===== config.mk =====
export PLATFORM = sky130hd
export DESIGN_NAME = parametric_circle_point_generator_unit
export DESIGN_NICKNAME = d
export VERILOG_FILES = /design/src/hw/rtl/pcpg_pkg.sv /design/src/hw/rtl/pcpg_arith.sv /design/src/hw/rtl/parametric_circle_point_generator_unit.sv
export SDC_FILE = /design/constraint.sdc
export NUM_CORES = 2
export LEC_CHECK = 0
export BUFFER_PORTS_ARGS = -buffer_cell sky130_fd_sc_hd__buf_2
export CAP_MARGIN = 20
export CORE_ASPECT_RATIO = 0.6
export CORE_MARGIN = 4
export CORE_UTILIZATION = 45
export CTS_CLUSTER_DIAMETER = 60
export DETAILED_ROUTE_END_ITERATION = 7
export RECOVER_POWER = 25
export REMOVE_ABC_BUFFERS = 1
export SYNTH_ARGS = -nofsm -noshare
export SYNTH_HDL_FRONTEND = slang
export SYNTH_SLANG_ARGS = --single-unit

===== constraint.sdc =====
create_clock -name clk_i -period 5.3 [get_ports clk_i]
set_clock_uncertainty 0.1 [all_clocks]
set_input_delay 0.795 -clock clk_i [delete_from_list [all_inputs] [get_ports clk_i]]
set_output_delay 0.795 -clock clk_i [all_outputs]
set_load 0.05 [all_outputs]

===== src/hw/rtl/pcpg_pkg.sv =====
package pcpg_pkg;

  localparam int ANGLE_FRAC_BITS_DEF = 16;
  localparam int TRIG_ITERATIONS_DEF = 16;

  localparam int SCREEN_ORIGIN_X = 600;
  localparam int SCREEN_ORIGIN_Y = 350;

  // Trig values are Q30; the shared arithmetic unit works on OP_W-bit operands.
  localparam int Q_FRAC  = 30;
  localparam int OP_W    = Q_FRAC + 1;
  localparam int SUM_W   = OP_W + 1;
  localparam int PIX_W   = 13;
  localparam int CTR_W   = 11;
  localparam int RAD_W   = 10;
  localparam int DIV_D_W = 12;
  localparam int K_ARG_W = 5;
  localparam int RPD_W   = 25;
  localparam int CFG_IDX_W = 2;

  localparam longint unsigned RAD_PER_DEG_L = ((64'd314 << Q_FRAC) + 64'd9000) / 64'd18000;
  localparam logic [RPD_W-1:0] RAD_PER_DEG = RPD_W'(RAD_PER_DEG_L);
  localparam logic [OP_W-1:0]  Q_ONE       = OP_W'(1) << Q_FRAC;
  localparam logic [OP_W-1:0]  Q_HALF      = OP_W'(1) << (Q_FRAC - 1);

  typedef enum logic [CFG_IDX_W-1:0] {
    CFG_CENTER_X = 2'd0,
    CFG_CENTER_Y = 2'd1,
    CFG_RADIUS   = 2'd2
  } cfg_idx_e;

  typedef struct packed {
    logic mul_start;
    logic div_start;
  } arith_ctrl_t;

  // Divisor of the k-th sine term: (2k)(2k+1).
  function automatic logic [DIV_D_W-1:0] div_sin(input logic [K_ARG_W-1:0] k);
    logic [DIV_D_W-1:0] e;
    e = DIV_D_W'({k, 1'b0});
    return e * (e + DIV_D_W'(1));
  endfunction

  // Divisor of the k-th cosine term: (2k-1)(2k).
  function automatic logic [DIV_D_W-1:0] div_cos(input logic [K_ARG_W-1:0] k);
    logic [DIV_D_W-1:0] e;
    e = DIV_D_W'({k, 1'b0});
    return e * (e - DIV_D_W'(1));
  endfunction

endpackage


===== src/hw/rtl/pcpg_arith.sv =====
module pcpg_arith (
  input  logic                            clk_i,
  input  logic                            rst_ni,
  input  pcpg_pkg::arith_ctrl_t           ctrl_i,
  input  logic [pcpg_pkg::OP_W-1:0]       mul_a_i,
  input  logic [pcpg_pkg::OP_W-1:0]       mul_b_i,
  input  logic [pcpg_pkg::OP_W-1:0]       div_n_i,
  input  logic [pcpg_pkg::DIV_D_W-1:0]    div_d_i,
  output logic [2*pcpg_pkg::OP_W-1:0]     prod_o,
  output logic [pcpg_pkg::OP_W-1:0]       quo_o,
  output logic                            done_o
);
  import pcpg_pkg::*;

  localparam int CNT_W = $clog2(OP_W + 1);

  logic [2*OP_W-1:0]  prod_q, prod_d;
  logic [OP_W-1:0]    mcand_q, mcand_d;
  logic [OP_W-1:0]    quo_q, quo_d;
  logic [DIV_D_W-1:0] rem_q, rem_d;
  logic [DIV_D_W-1:0] dvs_q, dvs_d;
  logic [CNT_W-1:0]   cnt_q, cnt_d;
  logic               busy_q, busy_d;
  logic               is_div_q, is_div_d;
  logic               done_q, done_d;

  logic [OP_W:0]      acc;
  logic [DIV_D_W:0]   shifted;
  logic [DIV_D_W+1:0] diff;

  // Multiplication retires one multiplier bit per cycle, division one quotient bit.
  always_comb begin
    acc     = {1'b0, prod_q[2*OP_W-1:OP_W]} + (prod_q[0] ? {1'b0, mcand_q} : '0);
    shifted = {rem_q, quo_q[OP_W-1]};
    diff    = {1'b0, shifted} - {2'b00, dvs_q};

    prod_d   = prod_q;
    mcand_d  = mcand_q;
    quo_d    = quo_q;
    rem_d    = rem_q;
    dvs_d    = dvs_q;
    cnt_d    = cnt_q;
    busy_d   = busy_q;
    is_div_d = is_div_q;
    done_d   = 1'b0;

    if (ctrl_i.mul_start || ctrl_i.div_start) begin
      busy_d   = 1'b1;
      is_div_d = ctrl_i.div_start;
      cnt_d    = CNT_W'(OP_W);
      prod_d   = {{OP_W{1'b0}}, mul_b_i};
      mcand_d  = mul_a_i;
      quo_d    = div_n_i;
      rem_d    = '0;
      dvs_d    = div_d_i;
    end else if (busy_q) begin
      if (is_div_q) begin
        if (!diff[DIV_D_W+1]) begin
          rem_d = diff[DIV_D_W-1:0];
          quo_d = {quo_q[OP_W-2:0], 1'b1};
        end else begin
          rem_d = shifted[DIV_D_W-1:0];
          quo_d = {quo_q[OP_W-2:0], 1'b0};
        end
      end else begin
        prod_d = {acc, prod_q[OP_W-1:1]};
      end
      cnt_d = cnt_q - CNT_W'(1);
      if (cnt_q == CNT_W'(1)) begin
        busy_d = 1'b0;
        done_d = 1'b1;
      end
    end
  end

  always_ff @(posedge clk_i or negedge rst_ni) begin
    if (!rst_ni) begin
      cnt_q    <= '0;
      busy_q   <= 1'b0;
      is_div_q <= 1'b0;
      done_q   <= 1'b0;
    end else begin
      cnt_q    <= cnt_d;
      busy_q   <= busy_d;
      is_div_q <= is_div_d;
      done_q   <= done_d;
    end
  end

  always_ff @(posedge clk_i) begin
    prod_q  <= prod_d;
    mcand_q <= mcand_d;
    quo_q   <= quo_d;
    rem_q   <= rem_d;
    dvs_q   <= dvs_d;
  end

  assign prod_o = prod_q;
  assign quo_o  = quo_q;
  assign done_o = done_q;

endmodule


===== src/hw/rtl/parametric_circle_point_generator_unit.sv =====
// Channel   Dir  Handshake         Content
// s_axis    in   tvalid / tready   tdata: start_req
// m_axis    out  tvalid / tready   tdata: pixel_x, pixel_y; tlast: last; tuser: done_res
// cfg       in   we                idx selects center_x, center_y or radius
//
// A start beat runs the step division, then gives four axis beats.
// An angle tick runs the Taylor terms until both series reach zero, at most
// TRIG_ITERATIONS - 1 of them, before its eight beats; every multiply and divide
// runs in the one shared bit-serial unit.
// A tick at the end angle gives one done beat.
// Reset leaves center 0, radius 1 and no sweep; no clearing pass is needed.
// Beats hold while m_axis_tready_i is low, and no input is taken until a run is out.
module parametric_circle_point_generator_unit #(
  parameter int ANGLE_FRAC_BITS = pcpg_pkg::ANGLE_FRAC_BITS_DEF,
  parameter int TRIG_ITERATIONS = pcpg_pkg::TRIG_ITERATIONS_DEF
) (
  input  logic                              clk_i,
  input  logic                              rst_ni,
  input  logic                              s_axis_tvalid_i,
  output logic                              s_axis_tready_o,
  input  logic [7:0]                        s_axis_tdata_i,   // [0] start_req
  output logic                              m_axis_tvalid_o,
  input  logic                              m_axis_tready_i,
  output logic [31:0]                       m_axis_tdata_o,   // [12:0] pixel_x, [25:13] pixel_y
  output logic                              m_axis_tlast_o,
  output logic                              m_axis_tuser_o,   // [0] done_res
  input  logic                              cfg_we_i,
  input  logic [pcpg_pkg::CFG_IDX_W-1:0]    cfg_idx_i,
  input  logic [pcpg_pkg::CTR_W-1:0]        cfg_wdata_i
);
  import pcpg_pkg::*;

  localparam int ANG_W  = ANGLE_FRAC_BITS + 6;
  localparam int STEP_W = ANGLE_FRAC_BITS + 1;
  localparam int K_W    = $clog2(TRIG_ITERATIONS + 1);
  localparam int V_W    = Q_FRAC + PIX_W - 2;

  localparam logic [ANG_W-1:0] ANG_ONE   = ANG_W'(1) << ANGLE_FRAC_BITS;
  localparam logic [ANG_W-1:0] ANG_END   = ANG_W'(45) << ANGLE_FRAC_BITS;
  localparam logic [ANG_W-1:0] ANG_LIMIT = ANG_W'(46) << ANGLE_FRAC_BITS;
  localparam logic [OP_W-1:0]  STEP_ONE  = OP_W'(1) << ANGLE_FRAC_BITS;
  localparam logic [K_W-1:0]   K_END     = K_W'(TRIG_ITERATIONS);

  typedef enum logic [3:0] {
    S_IDLE, S_STEP, S_RAD, S_X2, S_TERM, S_TS_MUL, S_TS_DIV, S_TC_MUL, S_TC_DIV,
    S_VC, S_VS, S_AXIS, S_ARC, S_DONE
  } state_e;

  state_e                    state_q;
  logic [2:0]                idx_q;
  logic [STEP_W-1:0]         step_q;
  logic [ANG_W-1:0]          angle_q;
  logic                      active_q;
  logic [K_W-1:0]            k_q;
  logic [OP_W-1:0]           x2_q, ts_q, tc_q;
  logic signed [SUM_W-1:0]   ss_q, cc_q;
  logic [PIX_W-1:0]          xp_q, xm_q, yp_q, ym_q;
  arith_ctrl_t               ctrl_q;
  logic [OP_W-1:0]           mul_a_q, mul_b_q, div_n_q;
  logic [DIV_D_W-1:0]        div_d_q;

  logic signed [CTR_W-1:0]   center_x_q, center_y_q;
  logic [RAD_W-1:0]          radius_q;

  logic [2*OP_W-1:0]         prod;
  logic [OP_W-1:0]           quo;
  logic                      ar_done;

  logic [OP_W:0]             rad_sum;
  logic [OP_W-1:0]           rad;
  logic [OP_W-1:0]           q_prod;
  logic [V_W:0]              v_plus;
  logic [V_W+1:0]            v_minus;
  logic [PIX_W-1:0]          off_p, off_m;
  logic [PIX_W-1:0]          xc, yc, rr, off_x, off_y;
  logic [PIX_W-1:0]          pix_x, pix_y;
  logic                      last;

  function automatic logic [OP_W-1:0] clamp_q(input logic signed [SUM_W-1:0] v);
    logic signed [SUM_W-1:0] one_s;
    one_s = $signed({1'b0, Q_ONE});
    if (v < 0) return '0;
    if (v > one_s) return Q_ONE;
    return v[OP_W-1:0];
  endfunction

  pcpg_arith u_arith (
    .clk_i  (clk_i),
    .rst_ni (rst_ni),
    .ctrl_i (ctrl_q),
    .mul_a_i(mul_a_q),
    .mul_b_i(mul_b_q),
    .div_n_i(div_n_q),
    .div_d_i(div_d_q),
    .prod_o (prod),
    .quo_o  (quo),
    .done_o (ar_done)
  );

  always_comb begin
    rad_sum = prod[ANGLE_FRAC_BITS+OP_W-1:ANGLE_FRAC_BITS-1] + (OP_W+1)'(1);
    rad     = rad_sum[OP_W:1];
    q_prod  = prod[Q_FRAC+OP_W-1:Q_FRAC];
    v_plus  = {1'b0, prod[V_W-1:0]} + (V_W+1)'(Q_HALF);
    v_minus = (V_W+2)'(Q_HALF) - {2'b00, prod[V_W-1:0]};
    off_p   = {1'b0, v_plus[V_W:Q_FRAC]};
    off_m   = v_minus[V_W+1:Q_FRAC];
  end

  always_ff @(posedge clk_i or negedge rst_ni) begin
    if (!rst_ni) begin
      center_x_q <= '0;
      center_y_q <= '0;
      radius_q   <= RAD_W'(1);
    end else if (cfg_we_i) begin
      unique case (cfg_idx_e'(cfg_idx_i))
        CFG_CENTER_X: center_x_q <= cfg_wdata_i;
        CFG_CENTER_Y: center_y_q <= cfg_wdata_i;
        CFG_RADIUS:   radius_q   <= cfg_wdata_i[RAD_W-1:0];
        default: ;
      endcase
    end
  end

  always_ff @(posedge clk_i or negedge rst_ni) begin
    if (!rst_ni) begin
      state_q  <= S_IDLE;
      idx_q    <= '0;
      step_q   <= '0;
      angle_q  <= ANG_ONE;
      active_q <= 1'b0;
      k_q      <= '0;
      x2_q     <= '0;
      ts_q     <= '0;
      tc_q     <= '0;
      ss_q     <= '0;
      cc_q     <= '0;
      xp_q     <= '0;
      xm_q     <= '0;
      yp_q     <= '0;
      ym_q     <= '0;
      ctrl_q   <= '0;
      mul_a_q  <= '0;
      mul_b_q  <= '0;
      div_n_q  <= '0;
      div_d_q  <= '0;
    end else begin
      ctrl_q <= '0;
      unique case (state_q)
        S_IDLE: begin
          if (s_axis_tvalid_i) begin
            if (s_axis_tdata_i[0]) begin
              div_n_q          <= STEP_ONE + OP_W'(radius_q[RAD_W-1:1]);
              div_d_q          <= (radius_q == '0) ? DIV_D_W'(1) : DIV_D_W'(radius_q);
              ctrl_q.div_start <= 1'b1;
              state_q          <= S_STEP;
            end else if (active_q) begin
              if (angle_q >= ANG_END) begin
                active_q <= 1'b0;
                state_q  <= S_DONE;
              end else begin
                mul_a_q          <= OP_W'(angle_q);
                mul_b_q          <= OP_W'(RAD_PER_DEG);
                ctrl_q.mul_start <= 1'b1;
                state_q          <= S_RAD;
              end
            end
          end
        end
        S_STEP: begin
          if (ar_done) begin
            step_q   <= (quo[STEP_W-1:0] == '0) ? STEP_W'(1) : quo[STEP_W-1:0];
            angle_q  <= ANG_ONE;
            active_q <= 1'b1;
            idx_q    <= '0;
            state_q  <= S_AXIS;
          end
        end
        S_RAD: begin
          if (ar_done) begin
            ts_q             <= rad;
            ss_q             <= $signed({1'b0, rad});
            tc_q             <= Q_ONE;
            cc_q             <= $signed({1'b0, Q_ONE});
            mul_a_q          <= rad;
            mul_b_q          <= rad;
            ctrl_q.mul_start <= 1'b1;
            state_q          <= S_X2;
          end
        end
        S_X2: begin
          if (ar_done) begin
            x2_q    <= q_prod;
            k_q     <= K_W'(1);
            state_q <= S_TERM;
          end
        end
        S_TERM: begin
          // Once both terms are zero every later term is zero as well.
          if (k_q == K_END || (ts_q == '0 && tc_q == '0)) begin
            mul_a_q <= clamp_q(cc_q);
            mul_b_q <= OP_W'(radius_q);
            state_q <= S_VC;
          end else begin
            mul_a_q <= ts_q;
            mul_b_q <= x2_q;
            state_q <= S_TS_MUL;
          end
          ctrl_q.mul_start <= 1'b1;
        end
        S_TS_MUL: begin
          if (ar_done) begin
            div_n_q          <= q_prod;
            div_d_q          <= div_sin(K_ARG_W'(k_q));
            ctrl_q.div_start <= 1'b1;
            state_q          <= S_TS_DIV;
          end
        end
        S_TS_DIV: begin
          if (ar_done) begin
            ts_q             <= quo;
            mul_a_q          <= tc_q;
            mul_b_q          <= x2_q;
            ctrl_q.mul_start <= 1'b1;
            state_q          <= S_TC_MUL;
          end
        end
        S_TC_MUL: begin
          if (ar_done) begin
            div_n_q          <= q_prod;
            div_d_q          <= div_cos(K_ARG_W'(k_q));
            ctrl_q.div_start <= 1'b1;
            state_q          <= S_TC_DIV;
          end
        end
        S_TC_DIV: begin
          if (ar_done) begin
            tc_q <= quo;
            if (k_q[0]) begin
              ss_q <= ss_q - $signed({1'b0, ts_q});
              cc_q <= cc_q - $signed({1'b0, quo});
            end else begin
              ss_q <= ss_q + $signed({1'b0, ts_q});
              cc_q <= cc_q + $signed({1'b0, quo});
            end
            k_q     <= k_q + K_W'(1);
            state_q <= S_TERM;
          end
        end
        S_VC: begin
          if (ar_done) begin
            xp_q             <= off_p;
            xm_q             <= off_m;
            mul_a_q          <= clamp_q(ss_q);
            mul_b_q          <= OP_W'(radius_q);
            ctrl_q.mul_start <= 1'b1;
            state_q          <= S_VS;
          end
        end
        S_VS: begin
          if (ar_done) begin
            yp_q    <= off_p;
            ym_q    <= off_m;
            angle_q <= angle_q + ANG_W'(step_q);
            idx_q   <= '0;
            state_q <= S_ARC;
          end
        end
        S_AXIS: begin
          if (m_axis_tready_i) begin
            idx_q <= idx_q + 3'd1;
            if (idx_q == 3'd3) begin
              state_q <= S_IDLE;
            end
          end
        end
        S_ARC: begin
          if (m_axis_tready_i) begin
            idx_q <= idx_q + 3'd1;
            if (idx_q == 3'd7) begin
              state_q <= S_IDLE;
            end
          end
        end
        S_DONE: begin
          if (m_axis_tready_i) begin
            state_q <= S_IDLE;
          end
        end
        default: state_q <= S_IDLE;
      endcase
    end
  end

  always_comb begin
    xc    = PIX_W'(SCREEN_ORIGIN_X) + {{(PIX_W-CTR_W){center_x_q[CTR_W-1]}}, center_x_q};
    yc    = PIX_W'(SCREEN_ORIGIN_Y) - {{(PIX_W-CTR_W){center_y_q[CTR_W-1]}}, center_y_q};
    rr    = PIX_W'(radius_q);
    off_x = '0;
    off_y = '0;
    last  = 1'b0;
    if (state_q == S_AXIS) begin
      case (idx_q[1:0])
        2'd0: off_y = rr;
        2'd1: off_y = -rr;
        2'd2: off_x = rr;
        default: begin
          off_x = -rr;
          last  = 1'b1;
        end
      endcase
    end else begin
      case (idx_q)
        3'd0: begin off_x = xp_q; off_y = yp_q; end
        3'd1: begin off_x = xp_q; off_y = ym_q; end
        3'd2: begin off_x = xm_q; off_y = yp_q; end
        3'd3: begin off_x = xm_q; off_y = ym_q; end
        3'd4: begin off_x = yp_q; off_y = xp_q; end
        3'd5: begin off_x = yp_q; off_y = xm_q; end
        3'd6: begin off_x = ym_q; off_y = xp_q; end
        default: begin
          off_x = ym_q;
          off_y = xm_q;
          last  = 1'b1;
        end
      endcase
    end
    if (state_q == S_DONE) begin
      pix_x = '0;
      pix_y = '0;
    end else begin
      pix_x = xc + off_x;
      pix_y = yc + off_y;
    end
  end

  assign s_axis_tready_o = (state_q == S_IDLE);
  assign m_axis_tvalid_o = (state_q == S_AXIS) || (state_q == S_ARC) || (state_q == S_DONE);
  assign m_axis_tdata_o  = {{(32-2*PIX_W){1'b0}}, pix_y, pix_x};
  assign m_axis_tlast_o  = (state_q == S_DONE) || last;
  assign m_axis_tuser_o  = (state_q == S_DONE);

  a_one_side: assert property (@(posedge clk_i) disable iff (!rst_ni)
    !(s_axis_tready_o && m_axis_tvalid_o))
    else $error("input taken while a result beat is pending");

  a_done_beat: assert property (@(posedge clk_i) disable iff (!rst_ni)
    (m_axis_tvalid_o && m_axis_tuser_o) |-> (m_axis_tlast_o && m_axis_tdata_o == '0))
    else $error("done beat without tlast or with pixel data");

  a_step_set: assert property (@(posedge clk_i) disable iff (!rst_ni)
    active_q |-> (step_q != '0))
    else $error("sweep running with a zero angle step");

  a_angle_bound: assert property (@(posedge clk_i) disable iff (!rst_ni)
    angle_q < ANG_LIMIT)
    else $error("sweep angle ran past its end");

endmodule


==> results_dict.tcl <==
set metrics [dict create \
    dieWidth_um 370.1 \
    path_clk_slew_ns 0.07 \
    synth_ff_type "dfrtp_1" \
    nFillCells 7328 \
    fmax_mhz 184.3 \
    drv_slew 152 \
    dpl.hpwl_mm 93.64 \
    clock_latency_ns 0.64 \
    dp.cells 5060 \
    io_buffers 48 \
    synthCells 4028 \
    layout_common_cells "716 x nand2_1, 400 x dfrtp_1, 307 x nor2_1" \
    mostFrequentLayoutCell "nand2_1" \
    worstReg2RegStart "k_q[0]" \
    crit_type "reg -> out" \
    crit_start "idx_q[0]" \
    largest_register_ffs 62 \
    crit_arrival_ns 4.53 \
    area_growth_pct 12.24 \
    die_area_mm2 0.08338 \
    yosysWarnings 0 \
    endpoint "m_axis_tdata_o[12]" \
    boundaryPins 62 \
    diodes 0 \
    yosysSeqAreaShare_pct 39.90 \
    clockBufferDepth 3 \
    worstReg2RegEnd "div_d_q[11]" \
    cts_sinks 552 \
    dr.max_layer_used "met5" \
    core_area_mm2 0.07769 \
    synth_area_leader_cell "dfrtp_1" \
    die_h_um 225.3 \
    worst_slack_ns -0.1250 \
    worstPathRequired_ns 4.41 \
    wl_met3_mm 18.05 \
    start_kind "flip-flop" \
    hold_viol_final 0 \
    cts_tree "done" \
    finish.instance_area_mm2 0.03974 \
    reg2reg_slack_ns 0.40 \
    place_area_mm2 0.03732 \
    slowest_delay_ns 0.46 \
    violations "max-capacitance violations, max-slew violations, negative setup slack" \
    post-route-period-util_pct 102.4 \
    drive_gt1_share_pct 10.91 \
    wl_met1_mm 59.30 \
    ir_worst_vdd_mv 0.3542 \
    status "complete, but fails checks" \
    setup_viol 2 \
    syn_area_mm2 0.03541 \
    whs_path_depth 2 \
    endpoint_kind "output port" \
    initial_core_util_pct 45.57 \
    vias 31500 \
    drcViolationCount 0 \
    ant_nets 0 \
    synth-edff-count 105 \
    wire_per_inst_um 24.69 \
    grt_pass1_vias 28690 \
    async_flop_share_pct 73.19 \
    path_cells "ha_4 -> ha_4 -> a21o_4 -> a221oi_4 -> o21ai_2 -> ha_2 -> fa_2 -> a21o_1 -> a21o_1 -> a21o_1 -> a21o_1 -> a21oi_2 -> o21ai_2 -> o41ai_2 -> xor3_1 -> nor2_1 -> buf_6" \
    critPathMaxFanout 5 \
    dr.pass1.iters 6 \
    synth_cell_types 92 \
    drtIter0Drc 4249 \
    viasPerCell 6.083 \
    cap_viol_max_count 3 \
    synth_top_area_share_pct 28.41 \
    synth.avg_cell_area_um2 8.790 \
    slowest_stage "xor3_1" \
    max_slew_margin_pct -131.1 \
    gr-usage-all-layers_pct 30.07 \
    hold_class "in -> reg" \
    rr_worst_depth 18 \
    min_period_ns 5.425 \
    grt_start_max_net_pins 97 \
    crit_path_frequent_cell "a21o_1" \
    rsz0062_at_grt "yes" \
    drt-total-wl_mm 127.8 \
    power.total_uw 12510 \
    fin_nets 4336 \
    overflow 0 \
    worst_slew_pin_slew_ns 3.466 \
    cts_max_level 2 \
    p_leak_uw 0.01832 \
    numCtsBuffers 55 \
    synth-seq-cells 552 \
    timing.hold.ws_ns 0.3249 \
    gp_congestion 0.9636 \
    antenna_found_initial 5 \
    root_buffer "clkbuf_16" \
    grt_pass1_wl_mm 189.6 \
    ys_top_cells_by_area "dfrtp_1 28%, edfxtp_1 8.9%, nand2_1 7.6%, ha_1 7.0%, xnor2_1 4.4%" \
    routed-wl-met2_mm 47.81 \
    power_density_mw_per_mm2 314.8 \
    rows 79 \
    stdcell_count 5178 \
]
-- cell usage after synthesis (12+ instances only) --
| cell | n |
|---|---|
| nor2b_1 | 29 |
| nor3_1 | 75 |
| and2_1 | 57 |
| o21bai_1 | 18 |
| a211oi_1 | 19 |
| o22ai_1 | 32 |
| and3_1 | 27 |
| a221o_1 | 26 |
| ha_1 | 198 |
| nand2b_1 | 45 |
| a221oi_1 | 59 |
| edfxtp_1 | 105 |
| o21a_1 | 18 |
| a22o_1 | 35 |
| xnor2_1 | 178 |
| dfxtp_1 | 43 |
| buf_1 | 20 |
| a31oi_1 | 38 |
| clkbuf_1 | 193 |
| xor2_1 | 82 |
| nand3_1 | 83 |
| dfrtp_1 | 402 |
| mux4_2 | 12 |
| o31ai_1 | 20 |
| o21ai_0 | 305 |
| nand2_1 | 717 |
| inv_1 | 150 |
| mux2i_1 | 36 |
| a21oi_1 | 237 |
| mux2_2 | 44 |
| fa_1 | 34 |
| or3_1 | 17 |
| a22oi_1 | 14 |
| nor2_1 | 313 |
| a21o_1 | 99 |
| nor4_1 | 44 |
| nand4_1 | 25 |
-- through the flow --
step	utilization, %	setup TNS (ns)	setup WS, ns
after floorplan	-	-82.50	-1.148
after global placement	48.04	0	0.05955
after detailed placement	48.04	-0.008581	-0.008581
after CTS	50.82	-0.1446	-0.1446
after global routing	51.15	-0.4382	-0.2916
final	51.15	-0.1366	-0.1250
-- critical path: cells and delay by family (launching register included) --
family | cells | cell delay [ns]
flops | 1 | 0.45
buf+inv | 1 | 0.17
compound gates | 10 | 1.78
simple gates | 1 | 0.13
fa+ha+maj | 4 | 0.89
xor+xnor | 1 | 0.46
-- worst min path at each step --
| stage | slack [ns] | startpoint | end |
|---|---|---|---|
| 5_1_grt | 0.30 | cfg_wdata_i[10] | center_x_q[10] |
| 3_5_place_dp | 0.33 | div_d_q[10] | u_arith.dvs_q[10] |
| 6_report | 0.32 | cfg_wdata_i[10] | center_y_q[10] |
| 3_3_place_gp | 0.33 | div_d_q[5] | u_arith.dvs_q[5] |
| 2_1_floorplan | 0.32 | div_d_q[11] | u_arith.dvs_q[11] |
| 4_1_cts | 0.30 | cfg_wdata_i[10] | center_y_q[10] |
-- layout make-up --
type                       instances  area, um^2  share of cell area (%)
multi-input combinational       3105       20230                   50.91
clock inverter                    30       387.9                  0.9760
inverter                         154       583.1                   1.467
clock buffer                      74        1530                   3.851
sequential                       552       14130                   35.55
timing repair buffer             210        1562                   3.929
tap                             1053        1318                   3.315
-- kinds of logic (layout without fill, tap and decap cells) --
logic type               after synthesis  count (layout)  share of synthesized area [%]
AND/OR/NAND/NOR                     1477            1477                          18.58
buffers and inverters                385             468                          4.273
XOR/XNOR                             261             261                          6.499
other                                  2              16                        0.02121
multiplexers                          92              92                          3.181
adder cells (fa/ha/maj)              232             232                          8.920
flip-flops                           552             552                          39.90
AO/OA/AOI/OAI                       1027            1027                          18.63
-- per-layer routing --
layer  GRT usage, %  up-vias
met5              0        -
met3          10.50      178
li1               -    14310
met4          5.688        2
met1          47.74    15340
met2          38.68     1663
-- power by group --
part | leakage [uW] | internal (uW) | switching [uW]
combinational | 0.0107 | 1070 | 2030
sequential | 0.00665 | 4600 | 509
clock | 0.000936 | 2430 | 1860
-- what timing repair did --
item	CTS	global route
buffers inserted	4	9
pin swaps	22	26
cloned	0	1
hold endpoints to repair	2	0
resized for setup	58	42
hold buffers	1	0
endpoints found under the setup margin	11	17
Note: power is estimated with default switching activity, not from simulation.
